[src/design/pve_pkg.sv]
// Shared types and constants for the prefix-length varint encoder.
`timescale 1ns / 1ps

package pve_pkg;

  localparam int unsigned WordW    = 32;
  localparam int unsigned ByteW    = 8;
  localparam int unsigned MaxBytes = 5;
  localparam int unsigned LenW     = 3;

  // Length tags in the low bits of the first byte.
  localparam logic [ByteW-1:0] Tag2    = 8'h01;
  localparam logic [ByteW-1:0] Tag3    = 8'h03;
  localparam logic [ByteW-1:0] Tag4    = 8'h07;
  localparam logic [ByteW-1:0] TagLong = 8'h0F;

  typedef enum logic {
    REQ_UNSIGNED = 1'b0,
    REQ_SIGNED   = 1'b1
  } req_type_e;

  typedef struct packed {
    logic [MaxBytes-1:0][ByteW-1:0] bytes;
    logic [LenW-1:0]                len;
  } code_t;

endpackage

[src/design/pve_encode.sv]
// Length choice and byte packing for one 32-bit word.
`timescale 1ns / 1ps

module pve_encode (
  input  logic                      req_type_i,
  input  logic [pve_pkg::WordW-1:0] value_word_i,
  output pve_pkg::code_t            code_o
);
  import pve_pkg::*;

  logic [WordW-1:0] w;
  logic             fit1, fit2, fit3, fit4;

  assign w = value_word_i;

  always_comb begin
    if (req_type_i == REQ_SIGNED) begin
      // signed fits when all bits above the payload are copies of its top bit
      fit1 = (w[31:6]  == {26{w[6]}});
      fit2 = (w[31:13] == {19{w[13]}});
      fit3 = (w[31:20] == {12{w[20]}});
      fit4 = (w[31:27] == {5{w[27]}});
    end else begin
      fit1 = (w[31:7]  == '0);
      fit2 = (w[31:14] == '0);
      fit3 = (w[31:21] == '0);
      fit4 = (w[31:28] == '0);
    end
  end

  always_comb begin
    code_o.bytes = '0;
    priority if (fit1) begin
      code_o.len      = LenW'(1);
      code_o.bytes[0] = {w[6:0], 1'b0};
    end else if (fit2) begin
      code_o.len      = LenW'(2);
      code_o.bytes[0] = {w[5:0], 2'b00} | Tag2;
      code_o.bytes[1] = w[13:6];
    end else if (fit3) begin
      code_o.len      = LenW'(3);
      code_o.bytes[0] = {w[4:0], 3'b000} | Tag3;
      code_o.bytes[1] = w[12:5];
      code_o.bytes[2] = w[20:13];
    end else if (fit4) begin
      code_o.len      = LenW'(4);
      code_o.bytes[0] = {w[3:0], 4'b0000} | Tag4;
      code_o.bytes[1] = w[11:4];
      code_o.bytes[2] = w[19:12];
      code_o.bytes[3] = w[27:20];
    end else begin
      code_o.len      = LenW'(MaxBytes);
      code_o.bytes[0] = TagLong;
      code_o.bytes[1] = w[7:0];
      code_o.bytes[2] = w[15:8];
      code_o.bytes[3] = w[23:16];
      code_o.bytes[4] = w[31:24];
    end
  end

endmodule

[src/design/prefix_varint_encoder.sv]
// Top level: input register, encoder, and byte-serial output register.
// Prefix-length varint encoder.
// Input channel (in_valid_i / in_ready_o) carries one 32-bit word and a
// request type per beat; output channel (out_valid_o / out_ready_i) carries
// one code byte per beat with last_byte_o on the final byte and the total
// code_length_o repeated on every byte of the word.
// A word accepted into the input register is encoded into the output
// register once that register is free; its first byte is offered from there.
// The output port moves one byte per cycle while out_ready_i is high, so a
// code holds the port for its length (1 to 5 bytes). The input register takes
// the next word while the current code is still being sent, so the next code
// is loaded as the last byte of the current one leaves.
// A stall on out_ready_i holds the current byte; while the input register
// is full, in_ready_o stays low until the last byte of the code leaves.
// Reset empties both registers; no byte is offered until a word arrives.
`timescale 1ns / 1ps

module prefix_varint_encoder (
  input  logic                      clk_i,
  input  logic                      rst_ni,
  input  logic                      in_valid_i,
  output logic                      in_ready_o,
  input  logic                      req_type_i,
  input  logic [pve_pkg::WordW-1:0] value_word_i,
  output logic                      out_valid_o,
  input  logic                      out_ready_i,
  output logic [pve_pkg::ByteW-1:0] code_byte_o,
  output logic                      last_byte_o,
  output logic [pve_pkg::LenW-1:0]  code_length_o
);
  import pve_pkg::*;

  logic             in_valid_q;
  logic             in_type_q;
  logic [WordW-1:0] in_word_q;

  logic                           out_valid_q;
  logic [MaxBytes-1:0][ByteW-1:0] bytes_q, bytes_d;
  logic [LenW-1:0]                len_q, len_d;
  logic [LenW-1:0]                rem_q, rem_d;

  code_t enc;
  logic  last_beat, out_done, load;

  pve_encode u_encode (
    .req_type_i   (in_type_q),
    .value_word_i (in_word_q),
    .code_o       (enc)
  );

  assign last_beat  = (rem_q == LenW'(1));
  assign out_done   = out_valid_q && out_ready_i && last_beat;
  assign load       = in_valid_q && (!out_valid_q || out_done);
  assign in_ready_o = !in_valid_q || load;

  always_ff @(posedge clk_i or negedge rst_ni) begin
    if (!rst_ni) begin
      in_valid_q <= 1'b0;
    end else if (in_ready_o) begin
      in_valid_q <= in_valid_i;
    end
  end

  always_ff @(posedge clk_i) begin
    if (in_ready_o && in_valid_i) begin
      in_type_q <= req_type_i;
      in_word_q <= value_word_i;
    end
  end

  always_comb begin
    bytes_d = bytes_q;
    len_d   = len_q;
    rem_d   = rem_q;
    if (load) begin
      bytes_d = enc.bytes;
      len_d   = enc.len;
      rem_d   = enc.len;
    end else if (out_valid_q && out_ready_i) begin
      // advance: shift the next byte down to the port
      bytes_d = {ByteW'(0), bytes_q[MaxBytes-1:1]};
      rem_d   = rem_q - LenW'(1);
    end
  end

  always_ff @(posedge clk_i or negedge rst_ni) begin
    if (!rst_ni) begin
      out_valid_q <= 1'b0;
      rem_q       <= '0;
    end else begin
      out_valid_q <= load || (out_valid_q && !out_done);
      rem_q       <= rem_d;
    end
  end

  always_ff @(posedge clk_i) begin
    bytes_q <= bytes_d;
    len_q   <= len_d;
  end

  assign out_valid_o   = out_valid_q;
  assign code_byte_o   = bytes_q[0];
  assign last_byte_o   = last_beat;
  assign code_length_o = len_q;

  // remaining count stays within the code length while a code is held
  assert property (@(posedge clk_i) disable iff (!rst_ni)
    out_valid_q |-> (rem_q != '0) && (rem_q <= len_q) && (len_q <= LenW'(MaxBytes)))
    else $error("remaining byte count out of range");

  // a non-final beat is followed by the same code with one byte fewer
  assert property (@(posedge clk_i) disable iff (!rst_ni)
    (out_valid_q && out_ready_i && !last_beat) |=>
      out_valid_q && (rem_q == $past(rem_q) - LenW'(1)) && $stable(len_q))
    else $error("code advanced incorrectly");

  // a code first shows with all of its bytes still to go
  assert property (@(posedge clk_i) disable iff (!rst_ni)
    load |=> out_valid_q && (rem_q == len_q))
    else $error("new code loaded with wrong count");

  // no new word is taken while one is parked and the code is not finishing
  assert property (@(posedge clk_i) disable iff (!rst_ni)
    (in_valid_q && out_valid_q && !out_done) |-> !in_ready_o)
    else $error("input register overwritten");

endmodule
[config.mk]
export PLATFORM = sky130hd
export DESIGN_NAME = prefix_varint_encoder
export DESIGN_NICKNAME = d
export VERILOG_FILES = /design/src/design/pve_pkg.sv /design/src/design/pve_encode.sv /design/src/design/prefix_varint_encoder.sv
export SDC_FILE = /design/constraint.sdc
export NUM_CORES = 1
export LEC_CHECK = 0
export BUFFER_PORTS_ARGS = -buffer_cell sky130_fd_sc_hd__buf_2
export CAP_MARGIN = 25
export CORE_UTILIZATION = 45
export CTS_CLUSTER_SIZE = 25
export DETAILED_ROUTE_END_ITERATION = 10
export PLACE_DENSITY = 0.67
export SLEW_MARGIN = 30
export SYNTH_ARGS = -nofsm -noshare
export SYNTH_HDL_FRONTEND = slang
export SYNTH_SLANG_ARGS = --single-unit
[constraint.sdc]
create_clock -name clk_i -period 2.4 [get_ports clk_i]
set_clock_uncertainty 0.05 [all_clocks]
set_input_delay 0.48 -clock clk_i [delete_from_list [all_inputs] [get_ports clk_i]]
set_output_delay 0.48 -clock clk_i [all_outputs]
set_load 0.05 [all_outputs]
==> After elaboration in Yosys (flattened, before gate mapping) <==
Index checks and enable logic that the tools add are counted.
{ "word_totals": {"regBits": 81, "latch_bits": 0, "ram_bits": 0, "rom_bits": 0, "output_inout_bits": 14, "word_cells": 49, "mem_count": 0} }
{ "op_classes": {"add_sub_neg": 1, "mul": 0, "div_mod_pow": 0, "order_cmp": 0, "eq_ne": 5, "shifts": 0, "muxes": 16, "bitwise_logic": 0, "reduce_logical": 16} }
{ "ops": {"columns": ["cell", "n"], "rows": [
  ["$mux 40", 2],
  ["$mux 35", 1],
  ["$mux 32", 1],
  ["$mux 27", 1],
  ["$eq 25x25->1", 1],
  ["$logic_not 25->1", 1],
  ["$mux 24", 1],
  ["$mux 19", 1],
  ["$eq 18x18->1", 1],
  ["$logic_not 18->1", 1],
  ["$mux 16", 1],
  ["$eq 11x11->1", 1],
  ["$logic_not 11->1", 1],
  ["$mux 11", 1],
  ["$mux 8", 1],
  ["$mux 3", 2],
  ["$logic_and 1x1->1", 5],
  ["$eq 4x4->1", 1],
  ["$logic_not 4->1", 1],
  ["$mux 1", 4],
  ["$eq 3x1->1 const B", 1],
  ["$logic_not 1->1", 3],
  ["$logic_or 1x1->1", 3],
  ["$sub 3x1->3 const B", 1],
  ["$reduce_bool 2->1", 1]
]} }

==> Logic depth before layout (Yosys ltp) <==
Gate-level depths: netlist of run 1.
{ "depth": {"depth_word": 7, "depth_mapped": 11, "depth_no_buf": 10} }

==> Hierarchy <==
Synthesis of run 1 repeated with hierarchy kept, for this count alone.
{ "hier_totals": {"cells_unflattened": 406, "area_unflattened_um2": 4850.9} }
{ "modules_own_cells": {"columns": ["module", "instances", "cells_each", "area_per_inst_um2", "seq_area_each_um2"], "rows": [
  ["prefix_varint_encoder", 1, 170, 3334.4, 2407.3],
  ["pve_encode", 1, 236, 1516.5, 0.0]
]} }

==> Least setup slack after synthesis of run 1 <==
Ideal clock, no wire load.
{ "synth_path": {"path_kind": "reg2reg", "start": "reg rem_q[1]", "end": "reg in_type_q, enable pin", "arrival_ns": 2.811, "required_time_ns": 1.957, "slack_ns": -0.854, "stages_incl_launch_ff": 7, "synth_period_minus_slack_ns": 3.254, "cell_sequence": "dfrtp_1 inv_1 ha_1 nor2b_1 nand2_1 nand3_1 and2_1"} }
{ "synth_via": {"elab_chain_cells": 6} }
{ "synth_lines": {"columns": ["element", "line_no", "source"], "rows": [
  ["from (decl)", "prefix_varint_encoder.sv:40", "logic [LenW-1:0] rem_q, rem_d;"],
  ["from (signal assigned)", "prefix_varint_encoder.sv:92", "rem_q <= rem_d;"],
  ["$eq 3x1->1", "prefix_varint_encoder.sv:51", "assign last_beat = (rem_q == LenW'(1));"],
  ["net last_byte_o", "prefix_varint_encoder.sv:28", "output logic last_byte_o,"],
  ["$logic_and 1x1->1", "prefix_varint_encoder.sv:52", "assign out_done = out_valid_q && out_ready_i && last_beat;"],
  ["$logic_or 1x1->1", "prefix_varint_encoder.sv:53", "assign load = in_valid_q && (!out_valid_q || out_done);"],
  ["$logic_and 1x1->1", "prefix_varint_encoder.sv:53", null],
  ["$logic_or 1x1->1", "prefix_varint_encoder.sv:54", "assign in_ready_o = !in_valid_q || load;"],
  ["net in_ready_o", "prefix_varint_encoder.sv:22", "output logic in_ready_o,"],
  ["$logic_and 1x1->1", "prefix_varint_encoder.sv:65", "if (in_ready_o && in_valid_i) begin"],
  ["to (signal assigned)", "prefix_varint_encoder.sv:66", "in_type_q <= req_type_i;"],
  ["to (decl)", "prefix_varint_encoder.sv:34", "logic in_type_q;"]
]} }
The timed path passes the listed nets, and every way through them passes these cells.
A chain may end at the register's enable or synchronous reset.

==> flow_summary.json, run 1 <==
{
  "status": "complete, but fails checks",
  "violations": "DRC, setup timing",
  "fin_crit_ps": 2570,
  "hold_viol_final": 0,
  "synth_ff_type": "edfxtp_1",
  "cp.required_ps": 2460,
  "crit_fanout": 8,
  "drcViolationCount": 1,
  "syn-cell-area_sq_um": 4150,
  "drv_slew": 0,
  "synth_edf_count": 76,
  "peakVddDrop_v": 0.000320,
  "wl_per_cell_um": 16.7,
  "dieArea_sq_um": 9600,
  "cts_tree": "yes",
  "start_util_pct": 47.1,
  "cp.arrival_ps": 2630,
  "yosys.area_share.xor_xnor_pct": 0,
  "place_inst": 553,
  "drv_cap": 0,
  "pre_cts_ws_ps": -157,
  "p_per_area_nw_per_um2": 701,
  "worst_pin_slew_ps": 515,
  "gp_congestion": 0.864,
  "power_w": 0.00369,
  "root_buffer": "clkbuf_8",
  "synth.area.mux_share_pct": 3.68,
  "post_drt_via_cell_ratio": 5.61,
  "synth_area_leaders": "edfxtp_1, nand2_1, mux2i_1, nor2_1, dfrtp_1",
  "synth_top_family_by_area": "simple AND/OR/NAND/NOR gates",
  "r2r_cells": 8,
  "slowest_stage": "or4_4",
  "core_sq_um": 8810,
  "clockBufferDepth": 2,
  "path_clk_slew_ps": 80,
  "rsz0062_at_grt": "true",
  "synth_compound_area_share_pct": 15.2,
  "nNetsFinal": 507,
  "clock-sinks": 81,
  "synth_cell_types": 52,
  "routed_wl_mm": 9.66,
  "dp_hpwl_mm": 6.70,
  "insertion_delay_ps": 360,
  "yosys.area_share.simple_pct": 16.9,
  "setup_viol": 41,
  "portBuffers": 50,
  "async_flop_share_pct": 6.17,
  "fin_crit_sh_pct": 107,
  "mostFrequentLayoutCells": "edfxtp_1, buf_4, buf_2",
  "slowest_delay_ps": 560,
  "ios": 51,
  "drtAntennaViolNets": 0,
  "grt_pass1_vias": 3079,
  "grt_use_total_pct": 20.2,
  "fin_cells": 578,
  "grt-ovfl-total": 0,
  "timing.fmax_ghz": 0.389,
  "first_iter_violations": 218,
  "start_kind": "register",
  "cts_buffers": 9,
  "path_class": "reg2reg",
  "rows": 34,
  "yosys_warnings": 0,
  "layout_setup_ws_ps": -173,
  "first_pass_iters": 8,
  "avgSynthCellArea_sq_um": 11.4,
  "grt_max_degree": 34,
  "synth_top_area_share_pct": 55.0,
  "n_antenna_cell": 0,
  "fin_setup_tns_ps": -4860,
  "ys_seq_elements": 81,
  "die_h_um": 98.0,
  "final_common_cell": "edfxtp_1",
  "p_leak_nw": 2.15,
  "drive_above_1_share_pct": 34.5,
  "cts.htree.levels": 3,
  "via_count": 3244,
  "maxSlewHeadroom_pct": 65.6,
  "hold_class": "in2reg",
  "whs_path_depth": 1,
  "die_x_um": 98.0,
  "area_delta_synth_final_pct": 27.0,
  "synthCells": 365,
  "grt_pass1_wl_mm": 14.8,
  "grt_antenna_before_repair": 0,
  "seq_area_frac_synth_pct": 58.0,
  "synth_top_area_cell": "edfxtp_1",
  "synthAdderAreaFrac_pct": 1.51,
  "crit_chain": "or4_4 > nor3_4 > a31oi_4 > o32ai_4 > buf_6 > nor4_4 > buf_4 > a22o_1",
  "critical_path.endpoint_type": "register",
  "synth_nets": 407
}
==> metal layers <==
layer | global-route usage (%) | wire, um | vias to the layer above
li1 | - | - | 1567
met4 | 11.0 | 261 | 0
met5 | 0 | 0 | -
met2 | 34.8 | 5060 | 100
met1 | 24.5 | 3970 | 1556
met3 | 2.79 | 377 | 21
==> worst paths after layout <==
| path | end | slack, ps | startpoint |
|---|---|---|---|
| setup / recovery | bytes_q[21] | -170 | in_word_q[29] |
| hold / removal | in_word_q[5] | 240 | value_word_i[5] |
| setup reg to reg | bytes_q[21] | -170 | in_word_q[29] |
| hold reg to reg | bytes_q[28] | 470 | bytes_q[36] |
| max in group asynchronous | rem_q[0] | 1760 | rst_ni |
| min in group asynchronous | in_valid_q | 410 | rst_ni |
==> what timing repair did <==
item                                    in CTS  in global routing
setup buffers                                1                  5
hold buffers                                 1                  0
pin swaps                                    0                  8
gates cloned                                 0                  2
resized for setup                            8                 22
endpoints found under the hold margin        5                  0
endpoints found under the setup margin      40                 43
==> cells in the mapped netlist (all sizes together), types with 2 or more instances <==
cell    count
and2       11
ha          5
nand2      45
inv        11
nor3       11
or2         2
dfrtp       5
and3        2
o22a        5
a21oi      16
a31oi       8
a211oi      7
o31ai       8
mux2i      13
a32oi       2
o21ai      18
nor2b       6
or4         2
nand4       8
a311oi      2
nor4        3
buf        14
a22o        8
nor2       34
edfxtp     76
a221oi      4
a21o        3
clkbuf     12
nand2b      3
mux2        2
nand3       5
nor3b       4
==> sequential cells by signal, indices dropped and copies added (netlist names) <==
signal,cells
code_length_o,3
rem_q,3
in_valid_q,1
in_type_q,1
out_valid_o,1
bytes_q,32
in_word_q,32
code_byte_o,8
==> critical path, delay by kind of cell, from the launching register on <==
family	cells	cell delay, ps
buffers and inverters	2	350
and+or+nand+nor	3	810
DFF	1	400
AOI/OAI and AO/OA	3	720
==> final cells by class <==
class / count / area (sq um)
Fill cell: 729 / 3540
Sequential cell: 81 / 2410
Multi-Input combinational cell: 248 / 1670
Timing Repair Buffer: 114 / 798
Tap cell: 108 / 135
Clock buffer: 10 / 128
Clock inverter: 6 / 88.8
Inverter: 11 / 41.3
==> stage by stage <==
stage	utilization [%]	hold slack, ps	area (sq um)
4_1_cts	58.3	234	5130
3_3_place_gp	55.3	250	4870
6_report	59.8	241	5270
2_1_floorplan	-	134	4170
5_1_grt	59.8	227	5270
3_5_place_dp	55.3	257	4870
==> kinds of logic (layout without fill, tap and decap cells) <==
| kind of cell | Yosys count | after routing |
|---|---|---|
| and+or+nand+nor | 139 | 140 |
| AOI/OAI and AO/OA | 88 | 88 |
| DFF | 81 | 81 |
| buffers and inverters | 37 | 141 |
| muxes | 15 | 15 |
| adders and majority gates | 5 | 5 |
==> power by group <==
group,internal (W),switching [W],leakage [nW]
Clock,0.000590,0.000508,0.105
Combinational,0.000307,0.000441,1.27
Sequential,0.00176,0.0000885,0.773
(Power assumes the default switching activity.)
==> run 2, diff against run 1 <==
--- a/config.mk
+++ b/config.mk
@@ -7,10 +7,12 @@
 export LEC_CHECK = 0
 export BUFFER_PORTS_ARGS = -buffer_cell sky130_fd_sc_hd__buf_2
 export CAP_MARGIN = 25
-export CORE_UTILIZATION = 45
+export CELL_PAD_IN_SITES_DETAIL_PLACEMENT = 1
+export CELL_PAD_IN_SITES_GLOBAL_PLACEMENT = 2
+export CORE_UTILIZATION = 35
 export CTS_CLUSTER_SIZE = 25
 export DETAILED_ROUTE_END_ITERATION = 10
-export PLACE_DENSITY = 0.67
+export PLACE_DENSITY = 0.87
 export SLEW_MARGIN = 30
 export SYNTH_ARGS = -nofsm -noshare
 export SYNTH_HDL_FRONTEND = slang
==> run 2 against run 1 <==
Compared with the run above: register-to-register slack worse by 50 ps; non-clock buffer count is 10 higher; sequential power hardly changed; first-iteration DRC count is 16% lower; critical path type unchanged; the run ends with setup timing left; core utilization is 9.6 points lower; worst hold slack better by 9.1 ps; combinational power is 7.9% higher.
==> flow_summary.json, run 2 (same netlist as run 1, synthesis figures left out) <==
{
  "fin_crit_sh_pct": 109,
  "wl_per_cell_um": 19.1,
  "grt_pass1_wl_mm": 17.9,
  "critical_path.endpoint_type": "register",
  "layout_setup_ws_ps": -227,
  "drv_slew": 0,
  "grt_antenna_before_repair": 0,
  "core_sq_um": 11500,
  "grt_pass1_vias": 3559,
  "mostFrequentLayoutCells": "edfxtp_1, buf_4, buf_2",
  "area_delta_synth_final_pct": 38.8,
  "violations": "setup timing",
  "whs_path_depth": 1,
  "path_clk_slew_ps": 60,
  "setup_viol": 43,
  "crit_fanout": 6,
  "ff_latch_area_sq_um": 2410,
  "post_drt_via_cell_ratio": 5.42,
  "first_pass_iters": 4,
  "pre_cts_ws_ps": -165,
  "ios": 51,
  "die_x_um": 111,
  "rrSetupSlack_ps": -230,
  "r2r_cells": 9,
  "cts_buffers": 9,
  "r2r_start": "in_word_q[29]",
  "dieArea_sq_um": 12300,
  "timing.fmax_ghz": 0.381,
  "cts.htree.levels": 3,
  "drcViolationCount": 0,
  "grt_max_degree": 41,
  "cts_tree": "yes",
  "p_leak_nw": 2.33,
  "cp.arrival_ps": 2670,
  "path_class": "reg2reg",
  "drv_cap": 0,
  "drive_above_1_share_pct": 40.0,
  "start_util_pct": 36.2,
  "final_common_cell": "edfxtp_1",
  "status": "complete, but fails checks",
  "start_kind": "register",
  "clock-sinks": 81,
  "cp.required_ps": 2450,
  "routed_wl_mm": 11.9,
  "min_from": "value_word_i[5]",
  "via_count": 3375,
  "drtAntennaViolNets": 0,
  "multi_input_area_sq_um": 1790,
  "grt-ovfl-total": 0,
  "clockBufferDepth": 2,
  "maxSlewHeadroom_pct": 64.6,
  "nNetsFinal": 517,
  "dp_hpwl_mm": 7.84,
  "hold_class": "in2reg",
  "gp_congestion": 0.914,
  "root_buffer": "clkbuf_16",
  "fillers": 1194,
  "first_iter_violations": 184,
  "fin_crit_ps": 2630,
  "die_h_um": 111,
  "hold_viol_final": 0,
  "p_per_area_nw_per_um2": 734,
  "startpoint": "in_word_q[29]",
  "grt_use_total_pct": 19.1,
  "n_antenna_cell": 0,
  "insertion_delay_ps": 350,
  "post-route-util_pct": 50.2,
  "worst_pin_slew_ps": 530,
  "portBuffers": 50,
  "rsz0062_at_grt": "true",
  "rows": 39,
  "peakVddDrop_v": 0.000575
}
-- run 2: changes by cell type in the layout (fill, tap and decap cells not counted), sizes merged --
cell / change
bufinv: +1
clkinv: +1
clkbuf: +2
inv: -2
buf: +8
-- run 2: layer usage --
layer | vias to the layer above | part of all wire (%) | track usage (%)
li1 | 1591 | - | -
met1 | 1673 | 39 | 20.9
met2 | 84 | 54 | 34.5
met3 | 27 | 3.8 | 5.36
met4 | 0 | 3.0 | 8.09
met5 | - | 0 | 0
-- run 2: cell type report --
type | count | share of cell area [%]
Timing Repair Buffer | 124 | 17.4
Inverter | 11 | 0.717
Clock inverter | 6 | 1.85
Tap cell | 143 | 3.11
Sequential cell | 81 | 41.8
Multi-Input combinational cell | 248 | 31.2
Clock buffer | 10 | 3.98
-- run 2: through the flow --
step / area (sq um) / hold WS (ps) / setup TNS, ps / std cells / power [W]
after floorplan: 4170 / 134 / -819 / 365 / 0.00236
after global placement: 4940 / 248 / -1440 / 588 / 0.00259
after detailed placement: 4940 / 255 / -4680 / 588 / 0.00263
after CTS: 5480 / 239 / -2470 / 613 / 0.00422
after global routing: 5760 / 242 / -10270 / 623 / 0.00438
final: 5760 / 251 / -4980 / 623 / 0.00422
-- run 2: path summary, 6_finish.rpt --
path	endpoint
setup / recovery	code_byte_o[6]
hold / removal	in_word_q[5]
setup reg to reg	code_byte_o[6]
hold reg to reg	out_valid_o
max in group asynchronous	in_valid_q
min in group asynchronous	rem_q[2]
-- run 2: worst max-delay path, cell delays in order, from the launching register on --
cell	delay, ps
edfxtp_1	390
or4_4	550
nor3_4	180
a31oi_2	140
o32ai_4	320
buf_12	180
buf_12	120
nor2b_1	220
nor3_2	70
o22a_1	160
-- run 2: timing repair --
item / 4_1_cts / 5_1_grt
pin swaps: 2 / 12
setup buffers: 6 / 8
hold endpoints to repair: 5 / 0
endpoints found under the setup margin: 43 / 46
hold buffers: 1 / 0
cloned: 2 / 2
resized for setup: 28 / 37
-- run 2: report_power, final --
group | internal [W] | switching (W) | leakage [nW]
Sequential | 0.00176 | 0.0000915 | 0.773
Clock | 0.00101 | 0.000555 | 0.160
Combinational | 0.000330 | 0.000477 | 1.39
Total | 0.00310 | 0.00112 | 2.33
